**src/design/tcce_pkg.sv**
```systemverilog
// ----------------------------------------------------------------------------
// tcce_pkg: shared types and constants of the text console engine
// Opcodes, control characters, register indexes and the address request.
// ----------------------------------------------------------------------------
package tcce_pkg;

  // widest row and column fields the engine supports
  localparam int unsigned ROW_W = 6;
  localparam int unsigned COL_W = 7;

  // opcodes
  localparam logic [1:0] OP_PUT   = 2'd0;
  localparam logic [1:0] OP_READ  = 2'd1;
  localparam logic [1:0] OP_FLUSH = 2'd2;
  localparam logic [1:0] OP_NOP   = 2'd3;

  // control characters
  localparam logic [7:0] CH_BS    = 8'h08;
  localparam logic [7:0] CH_TAB   = 8'h09;
  localparam logic [7:0] CH_LF    = 8'h0a;
  localparam logic [7:0] CH_CR    = 8'h0d;
  localparam logic [7:0] CH_SPACE = 8'h20;

  localparam int unsigned TAB_STEP = 4;

  localparam logic [15:0] RESET_CELL = 16'h0720;

  // configuration register indexes
  localparam logic REG_SCROLL_ATTR = 1'b0;
  localparam logic REG_LOG_EN      = 1'b1;

  localparam logic [7:0] SCROLL_ATTR_RST = 8'h07;

  // request to the shared address unit
  typedef struct packed {
    logic             start;
    logic             ring;   // 1: row is logical, add top-row offset
    logic [ROW_W-1:0] row;
    logic [COL_W-1:0] col;
  } addr_req_t;

endpackage

```
**src/design/tcce_addr_unit.sv**
```systemverilog
// ----------------------------------------------------------------------------
// tcce_addr_unit: shared cell address unit
// Registers (ring ? (top + row) mod ROWS : row) * COLS + col on each start.
// ----------------------------------------------------------------------------
module tcce_addr_unit
  import tcce_pkg::*;
#(
  parameter int unsigned ROWS = 25,
  parameter int unsigned COLS = 80,
  parameter int unsigned AW   = 11
) (
  input  logic             clk_i,
  input  logic             rst_ni,
  input  addr_req_t        req_i,
  input  logic [ROW_W-1:0] top_i,
  output logic [AW-1:0]    addr_o
);

  localparam logic [ROW_W:0] ROWS_C = (ROW_W + 1)'(ROWS);

  logic [ROW_W:0]   sum;
  logic [ROW_W-1:0] phys;
  logic [AW-1:0]    addr_d;
  logic [AW-1:0]    addr_q;

  always_comb begin
    sum = {1'b0, top_i} + {1'b0, req_i.row};
    if (!req_i.ring) begin
      phys = req_i.row;
    end else if (sum >= ROWS_C) begin
      phys = ROW_W'(sum - ROWS_C);
    end else begin
      phys = ROW_W'(sum);
    end
    addr_d = AW'(phys * AW'(COLS)) + AW'(req_i.col);
  end

  always_ff @(posedge clk_i or negedge rst_ni) begin
    if (!rst_ni) begin
      addr_q <= '0;
    end else if (req_i.start) begin
      addr_q <= addr_d;
    end
  end

  assign addr_o = addr_q;

endmodule

```
**config.mk**
```make
export PLATFORM = sky130hd
export DESIGN_NAME = tcce_addr_unit
export DESIGN_NICKNAME = d
export VERILOG_FILES = /design/src/design/tcce_pkg.sv /design/src/design/tcce_addr_unit.sv
export SDC_FILE = /design/constraint.sdc
export NUM_CORES = 1
export LEC_CHECK = 0
export BUFFER_PORTS_ARGS = -buffer_cell sky130_fd_sc_hd__buf_2
export CAP_MARGIN = 20
export CORE_MARGIN = 1.5
export CORE_UTILIZATION = 55
export CTS_CLUSTER_SIZE = 24
export DETAILED_ROUTE_END_ITERATION = 16
export HOLD_SLACK_MARGIN = 0.06
export PLACE_DENSITY = 0.83
export SYNTH_ARGS = -nofsm -noshare
export SYNTH_HDL_FRONTEND = slang
export SYNTH_SLANG_ARGS = --single-unit
```
**constraint.sdc**
```tcl
create_clock -name clk_i -period 2 [get_ports clk_i]
set_input_delay 0.4 -clock clk_i [delete_from_list [all_inputs] [get_ports clk_i]]
set_output_delay 0.4 -clock clk_i [all_outputs]
set_load 0.005 [all_outputs]
```
==> results of run 1 <==
[logic make-up after synthesis]
| kind of cell | Yosys count |
|---|---|
| adder cells (fa/ha/maj) | 19 |
| flip-flops | 11 |
| multiplexers | 10 |
| buffers and inverters | 12 |
| AO/OA/AOI/OAI | 36 |
| AND/OR/NAND/NOR | 29 |
| XOR/XNOR | 14 |
[metrics by stage]
step                      hold WS [ns]  setup WS, ns
after floorplan                  0.104         -2.41
after global placement           0.269         -2.61
after detailed placement         0.274         -2.97
==> impl_metrics.csv, run 1 <==
group,metric,value,unit
clock_network,clock-sinks,11,
synthesis,synth_edf_count,0,
placement,gp_congestion,0.880,
placement,place_inst,235,
synthesis,synth_top_cell_by_area,"dfrtp_1",
placement,io_buffers,33,
run_status,status,"stopped before the end",
synthesis,synth-seq-cells,11,
synthesis,synth_top_family_by_area,"compound AO/OA/AOI/OAI gates",
synthesis,synth_mux_area_share,8.84,%
synthesis,netlist.area_leader.share,21.8,%
synthesis,yosysSeqAreaShare,21.8,%
clock_network,cts_setup_buffers,13,
run_status,stop_stage,"4_1_cts",
die,die_h,50.9,um
synthesis,postSynthAreaPerCell,9.62,sq um
clock_network,clockBufferDepth,2,
synthesis,synth-simple-area-share,11.6,%
die,ios,34,
clock_network,clock_tree.root_cell,"clkbuf_4",
placement,post_dp_cell_area,0.00191,sq mm
synthesis,async_reset_ff_share,100,%
synthesis,synth_ff_type,"dfrtp_1",
die,initial_core_util,57.5,%
synthesis,synthTopCellsByCount,"ha_1, dfrtp_1, inv_1",
synthesis,synth_compound_area_share,21.6,%
run_status,first-error,"[ERROR DPL-0033] detailed placement checks failed during check placement.",
clock_network,cts.repair.resized,28,
synthesis,synth_area,0.00126,sq mm
die,die_x,50.9,um
synthesis,synth_adder_area_share,20.7,%
synthesis,syn_inst,131,
synthesis,yosysWarnings,0,
clock_network,postCtsHoldBufs,1,
synthesis,synth.most_common_cell,"ha_1",
synthesis,synth_nets,173,
synthesis,synth_xor_xnor_area_share,11.8,%
clock_network,h-tree-depth,1,
synthesis,synth.top_cells.by_area,"dfrtp_1, ha_1, mux2_2",
placement,hpwl,3260,um
clock_network,cts_buffers,3,
die,row_count,17,
synthesis,synthDistinctLibCells,43,
==> run 2: changes to the inputs <==
Settings changed: CORE_AREA set to 2 2 63 65, CORE_MARGIN 1.5 to unset, CORE_UTILIZATION 55 to unset, CTS_CLUSTER_SIZE 24 to unset, DIE_AREA set to 0 0 65 67, HOLD_SLACK_MARGIN 0.06 to unset, PLACE_DENSITY 0.83 to unset, PLACE_DENSITY_LB_ADDON set to 0.15.
==> impl_metrics.csv, run 2 <==
group,metric,value,unit
critical_path,critPathMaxFanout,5,
die,ios,34,
clock_network,postCtsHoldBufs,0,
critical_path,start_kind,"input port",
synthesis,postSynthAreaPerCell,9.62,sq um
critical_path,r2r_start,"addr_o[9]",
drt,wire_per_inst,13.4,um
finish,multi_input_area,0.00121,sq mm
sta,worstMarginPinSlew,0.304,ns
critical_path,crit_start,"req_i[7]",
synthesis,synth_top_cell_by_area,"dfrtp_1",
synthesis,synthTopCellsByCount,"ha_1, dfrtp_1, inv_1",
finish,antennaDiodeCount,0,
synthesis,async_reset_ff_share,100,%
synthesis,synth_edf_count,0,
critical_path,crit_path_end,"addr_o[10]",
grt,overflow,0,
drt,first_iter_violations,66,
synthesis,yosysSeqAreaShare,21.8,%
run_status,status,"finished with violations",
sta,finalMaxSlewViolations,0,
placement,io_buffers,33,
pwr,intPower,0.00129,W
finish,fin_area,0.00230,sq mm
synthesis,synth-seq-cells,11,
drt,route.detailed.drc,0,
synthesis,yosysWarnings,0,
sta,period_needed,4.33,ns
sta,rsz0062_at_grt,"true",
finish,area_growth,82.9,%
clock_network,clockBufferDepth,2,
drt,routed_wl,3660,um
grt,grt_pass1_wl,6270,um
die,row_count,22,
grt,grt_util_met2,38.7,%
drt,ant_nets,0,
grt,first_global_vias,1488,
synthesis,synth.top_cells.by_area,"dfrtp_1, ha_1, mux2_2",
finish,largest_reg_flops,11,
clock_network,clock_tree.root_cell,"clkbuf_8",
synthesis,synthDistinctLibCells,43,
sta,fmax,0.231,GHz
clock_network,h-tree-depth,1,
critical_path,worstSetupEndpointType,"flip-flop",
sta,finalCritPeriodShare,217,%
drt,num_vias,1359,
clock_network,clock-sinks,11,
grt,grt_use_total,18.6,%
grt,antenna_found_initial,0,
pwr,clkPwrFrac,10.7,%
pwr,p_sw,0.000728,W
critical_path,required,2.15,ns
pwr,power_density,875,mW/mm^2
finish,drive_above_1_share,65.0,%
finish,layout_common_cells,"buf_4, buf_2, dfrtp_1",
sta,fin_skew,0,ns
critical_path,ff2ff_path_depth,1,
finish,layout_commonest_cell,"buf_4",
sta,hold_violations,0,
pwr,peakVddDrop,0.000367,V
placement,hpwl,2840,um
finish,nets,269,
die,die_h,67,um
critical_path,critical_path_class,"in -> reg",
pwr,p_leak,1.07,nW
grt,grt-busiest-layer,"met2",
run_status,violations,"negative setup slack",
sta,setup_viol,7,
pwr,seqPwrFrac,16.8,%
grt,grt_max_degree,14,
clock_network,cts_buffers,3,
drt,first_pass_iters,4,
synthesis,syn_inst,131,
grt,grtUsageMet3,2.36,%
die,die_x,65,um
synthesis,synth_nets,173,
synthesis,synth_ff_type,"dfrtp_1",
die,core-area,0.00361,sq mm
synthesis,synth_area,0.00126,sq mm
pwr,finalPower,0.00202,W
sta,fin_ws,-2.33,ns
finish,seq_area,275,sq um
grt,use_met1,19.4,%
sta,slew_headroom,79.6,%
clock_network,clock_latency,0.23,ns
pwr,pwr-share-comb,72.5,%
synthesis,netlist.area_leader.share,21.8,%
finish,fillCellCount,264,
critical_path,r2r_slack,1.24,ns
run,cap_violations,0,
placement,gp_congestion,0.786,
hold_path,hold_path.class,"in -> async",
clock_network,cts_tree,"yes",
critical_path,worst-endpoint-arrival,4.48,ns
sta,fin_tns_setup,-10.22,ns
placement,post_dp_cell_area,0.00198,sq mm
die,die_area,0.00436,sq mm
placement,pre_cts_ws,-2.73,ns
clock_network,cts.clk_slew.worst_paths,0.05,ns
die,initial_core_util,34.9,%
drt,viasPerCell,4.96,
synthesis,synth.most_common_cell,"ha_1",
pwr,switching_share,36.1,%
critical_path,r2r_end,"addr_o[9]",
==> run 2: area by class of cell <==
type,instances,area share [%]
multi-input combinational,108,52.7
tap,48,2.61
timing repair buffer,92,29.0
inverter,11,1.79
clock buffer,4,1.95
sequential,11,11.9
==> run 2: worst min-delay path by stage <==
stage | from | to | slack (ns) | depth (start not counted)
2_1_floorplan | rst_ni | addr_o[0] | 0.10 | 0
3_3_place_gp | rst_ni | addr_o[4] | 0.27 | 1
3_5_place_dp | rst_ni | addr_o[2] | 0.28 | 1
4_1_cts | rst_ni | addr_o[5] | 0.03 | 1
5_1_grt | rst_ni | addr_o[5] | 0.03 | 1
6_report | rst_ni | addr_o[5] | 0.03 | 1
==> run 2: critical path, stage by stage <==
cell and delay, ns:
buf_8 0.10, ha_4 0.15, inv_2 0.05, fa_2 0.47, ha_4 0.18, or2_4 0.26, a32oi_4 0.30, nand2b_4 0.19
xnor2_2 0.07, a21oi_4 0.20, ha_4 0.24, fa_1 0.57, nand2_2 0.06, o21bai_4 0.18, a21o_1 0.16, a32oi_1 0.14
o211ai_1 0.13, xor2_1 0.16, or3_1 0.31, a31oi_1 0.17
==> run 2: routing by layer <==
metal,up-vias,wire length [um]
li1,673,-
met1,656,1420
met2,23,2100
met3,7,87
met4,0,53
met5,-,0
==> run 2: cell families (layout without fill, tap and decap cells) <==
kind of cell               after synthesis  in the layout  synth area share, %
AOI/OAI and AO/OA                       36             36                 21.6
xor gates and xnor gates                14             14                 11.8
adders and majority gates               19             19                 20.7
buffers and inverters                   12            107                 3.57
DFF                                     11             11                 21.8
muxes                                   10             10                 8.84
and+or+nand+nor                         29             29                 11.6
==> run 2: through the flow <==
| stage | cells | hold WS [ns] | utilization [%] |
|---|---|---|---|
| 2_1_floorplan | 131 | 0.104 | - |
| 3_3_place_gp | 260 | 0.273 | 55.0 |
| 3_5_place_dp | 260 | 0.283 | 55.0 |
| 4_1_cts | 278 | 0.0333 | 64.6 |
| 5_1_grt | 274 | 0.0330 | 63.9 |
| 6_report | 274 | 0.0306 | 63.9 |
==> run 2: power groups by stage <==
stage          Sequential [W]  Combinational, W  Clock (W)
6_report             0.000339           0.00146   0.000216
2_1_floorplan        0.000343          0.000672          0
3_5_place_dp         0.000339           0.00115          0
5_1_grt              0.000347           0.00158   0.000243
4_1_cts              0.000337           0.00144   0.000223
3_3_place_gp         0.000333           0.00112          0
==> run 2: what timing repair did <==
action,CTS,global route
setup buffers,15,6
resized for setup,38,8
cloned,0,0
pin swaps,20,12
setup endpoints to repair,7,7
No activity file was read; power rests on OpenSTA's default activity.
==> run 3: changes to the inputs <==
Settings changed: CORE_AREA 2 2 63 65 to 10 10 71 73, DIE_AREA 0 0 65 67 to 0 0 81 83.
==> impl_metrics.csv, run 3 (synthesized netlist as in run 2, its figures left out) <==
group,metric,value,unit
grt,antenna_found_initial,0,
clock_network,cts.clk_slew.worst_paths,0.05,ns
critical_path,crit_chain,"buf_8 -> ha_4 -> inv_2 -> fa_2 -> ha_4 -> or2_4 -> a32oi_4 -> nand2b_4 -> xnor2_2 -> a21oi_4 -> ha_4 -> fa_2 -> nand2_2 -> o21bai_4 -> a21o_1 -> a32oi_1 -> o211ai_1 -> xor2_1 -> or3_1 -> a31oi_1",
pwr,power_density,853,mW/mm^2
die,row_count,22,
critical_path,worst-endpoint-arrival,4.55,ns
placement,io_buffers,33,
run_status,status,"finished with violations",
clock_network,h-tree-depth,1,
clock_network,clock-sinks,11,
die,initial_core_util,34.7,%
grt,grt_max_degree,14,
clock_network,clock_tree.root_cell,"clkbuf_8",
finish,layout_commonest_cell,"buf_4",
critical_path,cpMostUsedCell,"ha_4",
die,ios,34,
finish,antennaDiodeCount,0,
grt,overflow,0,
finish,area_growth,74.4,%
sta,rsz0062_at_grt,"true",
sta,fmax,0.227,GHz
sta,finalMaxSlewViolations,0,
critical_path,slowest_delay,0.59,ns
finish,drive_above_1_share,62.7,%
sta,setup_viol,7,
grt,first_global_vias,1399,
clock_network,clock_latency,0.23,ns
grt,grt_pass1_wl,5950,um
sta,fin_skew,0,ns
drt,num_vias,1329,
finish,largest_reg_flops,11,
hold_path,hold_path.class,"in -> async",
pwr,p_leak,1.00,nW
critical_path,critPathMaxFanout,5,
critical_path,r2r_start,"addr_o[4]",
drt,viasPerCell,5.02,
die,core-area,0.00363,sq mm
grt,grt-busiest-layer,"met2",
finish,nets,260,
pwr,peakVddDrop,0.000268,V
sta,period_needed,4.40,ns
critical_path,critical_path_class,"in -> reg",
placement,gp_congestion,0.787,
drt,first_pass_iters,4,
critical_path,worstSetupEndpointType,"flip-flop",
drt,ant_nets,0,
clock_network,clockBufferDepth,2,
sta,fin_ws,-2.40,ns
die,die_x,81,um
die,die_h,83,um
grt,grt_util_met2,19.1,%
critical_path,ff2ff_path_depth,1,
sta,finalCritPeriodShare,220,%
finish,fillCellCount,325,
critical_path,crit_path_end,"addr_o[10]",
drt,first_iter_violations,23,
drt,route.detailed.drc,0,
sta,hold_violations,0,
critical_path,start_kind,"input port",
critical_path,worst_path_max_delay_cell,"fa_2",
placement,hpwl,3010,um
run,cap_violations,0,
clock_network,cts_buffers,3,
critical_path,crit_start,"req_i[7]",
sta,slew_headroom,77.6,%
pwr,finalPower,0.00187,W
critical_path,required,2.15,ns
clock_network,postCtsHoldBufs,0,
grt,grt_use_total,10.3,%
drt,wire_per_inst,13.1,um
critical_path,r2r_end,"addr_o[4]",
finish,layout_common_cells,"buf_4, buf_2, dfrtp_1, inv_1, ha_4",
grt,use_met1,11.4,%
grt,grtUsageMet3,2.48,%
finish,final_util,60.5,%
clock_network,cts_tree,"yes",
critical_path,r2r_slack,1.24,ns
sta,worstMarginPinSlew,0.336,ns
run_status,violations,"negative setup slack",
die,die_area,0.00672,sq mm
drt,routed_wl,3470,um
-- run 3: worst min path at each step --
stage,depth (start not counted),slack (ns),end,startpoint
final,1,0.02,addr_o[10],rst_ni
after global routing,1,0.04,addr_o[10],rst_ni
after CTS,1,0.03,addr_o[10],rst_ni
after detailed placement,1,0.28,addr_o[10],rst_ni
after global placement,1,0.27,addr_o[0],rst_ni
after floorplan,0,0.10,addr_o[0],rst_ni
-- run 3: area by class of cell --
class                   count  area [sq um]  share of cell area (%)
inverters                  11          41.3                    1.88
clock buffers               4          45.0                    2.05
well taps                  48          60.1                    2.73
multi-input cells         108          1210                    55.0
flip-flops and latches     11           275                    12.5
repair buffers             83           568                    25.9
-- run 3: repair_timing --
action	CTS	global route
resized for setup	20	10
endpoints found under the setup margin	7	7
buffers inserted	3	1
cloned	0	0
pin swaps	13	5
-- run 3: critical path: cells and delay by family --
family	cells	cell delay, ns
xor+xnor	2	0.24
compound gates	7	1.30
buf+inv	2	0.14
fa+ha+maj	5	1.63
simple gates	4	0.82
-- run 3: power breakdown --
part           leakage, nW  internal (W)  total, W  switching (W)
sequential           0.128      0.000298  0.000332      0.0000344
clock               0.0228      0.000139  0.000215      0.0000758
combinational        0.850      0.000757   0.00133       0.000569
-- run 3: routing by layer --
layer | vias up | wire (um)
li1 | 656 | -
met1 | 635 | 1370
met2 | 36 | 1810
met3 | 2 | 275
met4 | 0 | 5
met5 | - | 0
-- run 3: stage by stage --
stage | instances | setup slack [ns] | instance area [sq um] | setup TNS, ns | hold WS [ns]
final | 265 | -2.40 | 2200 | -9.91 | 0.0219
after CTS | 264 | -2.38 | 2120 | -10.02 | 0.0274
after global placement | 257 | -2.64 | 1950 | -12.05 | 0.274
after floorplan | 131 | -2.41 | 1380 | -9.84 | 0.104
after detailed placement | 257 | -2.78 | 1950 | -12.54 | 0.280
after global routing | 265 | -2.61 | 2200 | -10.73 | 0.0355
==> run 4: changes to the inputs <==
Settings changed: CELL_PAD_IN_SITES_DETAIL_PLACEMENT set to 0, CELL_PAD_IN_SITES_GLOBAL_PLACEMENT set to 1.
==> impl_metrics.csv, run 4 (synthesized netlist as in run 2, its figures left out) <==
group,metric,value,unit
die,core-area,0.00363,sq mm
sta,fin_skew,0,ns
pwr,power_density,919,mW/mm^2
clock_network,postCtsHoldBufs,0,
die,die_h,83,um
drt,route.detailed.drc,0,
critical_path,start_kind,"input port",
sta,finalCritPeriodShare,219,%
placement,post_dp_cell_area,0.00196,sq mm
drt,viasPerCell,4.99,
drt,wire_per_inst,14.5,um
finish,area_growth,77.7,%
clock_network,clockBufferDepth,2,
run_status,status,"finished with violations",
critical_path,slowest_delay,0.58,ns
die,die_area,0.00672,sq mm
finish,nets,262,
sta,fmax,0.229,GHz
finish,drive_above_1_share,64.4,%
grt,grt_use_total,11.2,%
pwr,p_leak,1.01,nW
die,initial_core_util,34.7,%
critical_path,worst-endpoint-arrival,4.53,ns
clock_network,clock_latency,0.23,ns
sta,fin_ws,-2.37,ns
sta,setup_viol,7,
placement,hpwl,3160,um
drt,first_iter_violations,25,
sta,slew_headroom,78.3,%
die,die_x,81,um
drt,routed_wl,3880,um
drt,num_vias,1331,
grt,grt_pass1_wl,6370,um
die,ios,34,
finish,largest_reg_flops,11,
pwr,peakVddDrop,0.000430,V
hold_path,hold_path.class,"in -> async",
critical_path,worstSetupEndpointType,"flip-flop",
clock_network,h-tree-depth,1,
clock_network,cts.clk_slew.worst_paths,0.05,ns
grt,overflow,0,
placement,pre_cts_ws,-2.77,ns
placement,io_buffers,33,
run,cap_violations,0,
placement,gp_congestion,0.863,
sta,rsz0062_at_grt,"true",
finish,layout_commonest_cell,"buf_4",
clock_network,cts_tree,"yes",
run_status,violations,"negative setup slack",
finish,antennaDiodeCount,0,
drt,first_pass_iters,4,
finish,layout_common_cells,"buf_4, buf_2, dfrtp_1, inv_1, buf_6",
clock_network,cts_buffers,3,
grt,antenna_found_initial,0,
clock_network,clock_tree.root_cell,"clkbuf_8",
sta,hold_violations,0,
sta,worstMarginPinSlew,0.323,ns
critical_path,worst_path_max_delay_cell,"fa_2",
die,row_count,22,
grt,grt_max_degree,14,
drt,ant_nets,0,
clock_network,clock-sinks,11,
sta,period_needed,4.37,ns
grt,first_global_vias,1441,
sta,finalMaxSlewViolations,0,
critical_path,critPathMaxFanout,5,
finish,fin_area,0.00224,sq mm
critical_path,critical_path_class,"in -> reg",
critical_path,crit_chain,"buf_2 -> ha_1 -> a21oi_2 -> o22ai_2 -> or4_4 -> a32oi_4 -> nand2b_4 -> xnor2_2 -> a21oi_4 -> ha_4 -> fa_2 -> nand2_2 -> o21bai_4 -> a21o_1 -> a32oi_1 -> o211ai_1 -> xor2_1 -> or3_1 -> a31oi_1",
critical_path,required,2.16,ns
-- run 4: path summary, 6_finish.rpt --
kind,startpoint,slack [ns],end,depth (start not counted)
min,rst_ni,0.03,addr_o[6],1
max,req_i[8],-2.37,addr_o[10],19
max reg2reg,addr_o[9],1.24,addr_o[9],1
min reg2reg,addr_o[0],0.50,addr_o[0],1
max in group asynchronous,rst_ni,1.77,addr_o[2],1
min in group clk_i,req_i[0],0.40,addr_o[0],2
-- run 4: routing by layer --
layer,track usage [%],routed length [um]
met4,4.69,61
met5,0,0
met3,1.83,247
met1,11.9,1480
met2,20.6,2100
-- run 4: layout make-up --
class                           instances  area, sq um
Fill cell                             328         1400
Multi-Input combinational cell        108         1210
Timing Repair Buffer                   85          607
Sequential cell                        11          275
Tap cell                               48         60.1
Clock buffer                            4         45.0
Inverter                               11         41.3
-- run 4: metrics by stage --
stage	utilization [%]	hold WS [ns]	power [W]	cells	TNS, ns
after floorplan	-	0.104	0.00101	131	-9.84
after global placement	53.9	0.273	0.00144	257	-12.04
after detailed placement	53.9	0.283	0.00147	257	-12.61
after CTS	60.4	0.0297	0.00201	267	-10.63
after global routing	61.6	0.0442	0.00222	267	-11.45
final	61.6	0.0251	0.00206	267	-10.46
-- run 4: critical path, delay by kind of cell --
family          cells  cell delay [ns]
buf+inv             1             0.11
fa+ha+maj           3             1.14
compound gates      9             1.59
xor+xnor            2             0.23
simple gates        4             1.04
-- run 4: repair_timing --
action | in CTS | in global routing
gates resized for setup | 28 | 8
endpoints found under the setup margin | 7 | 7
pin swaps | 12 | 5
buffers inserted | 7 | 0
-- run 4: power by group --
part | leakage [nW] | internal, W | switching (W)
clock | 0.0228 | 0.000140 | 0.0000794
sequential | 0.128 | 0.000298 | 0.0000349
combinational | 0.861 | 0.000875 | 0.000630
total | 1.01 | 0.00131 | 0.000745
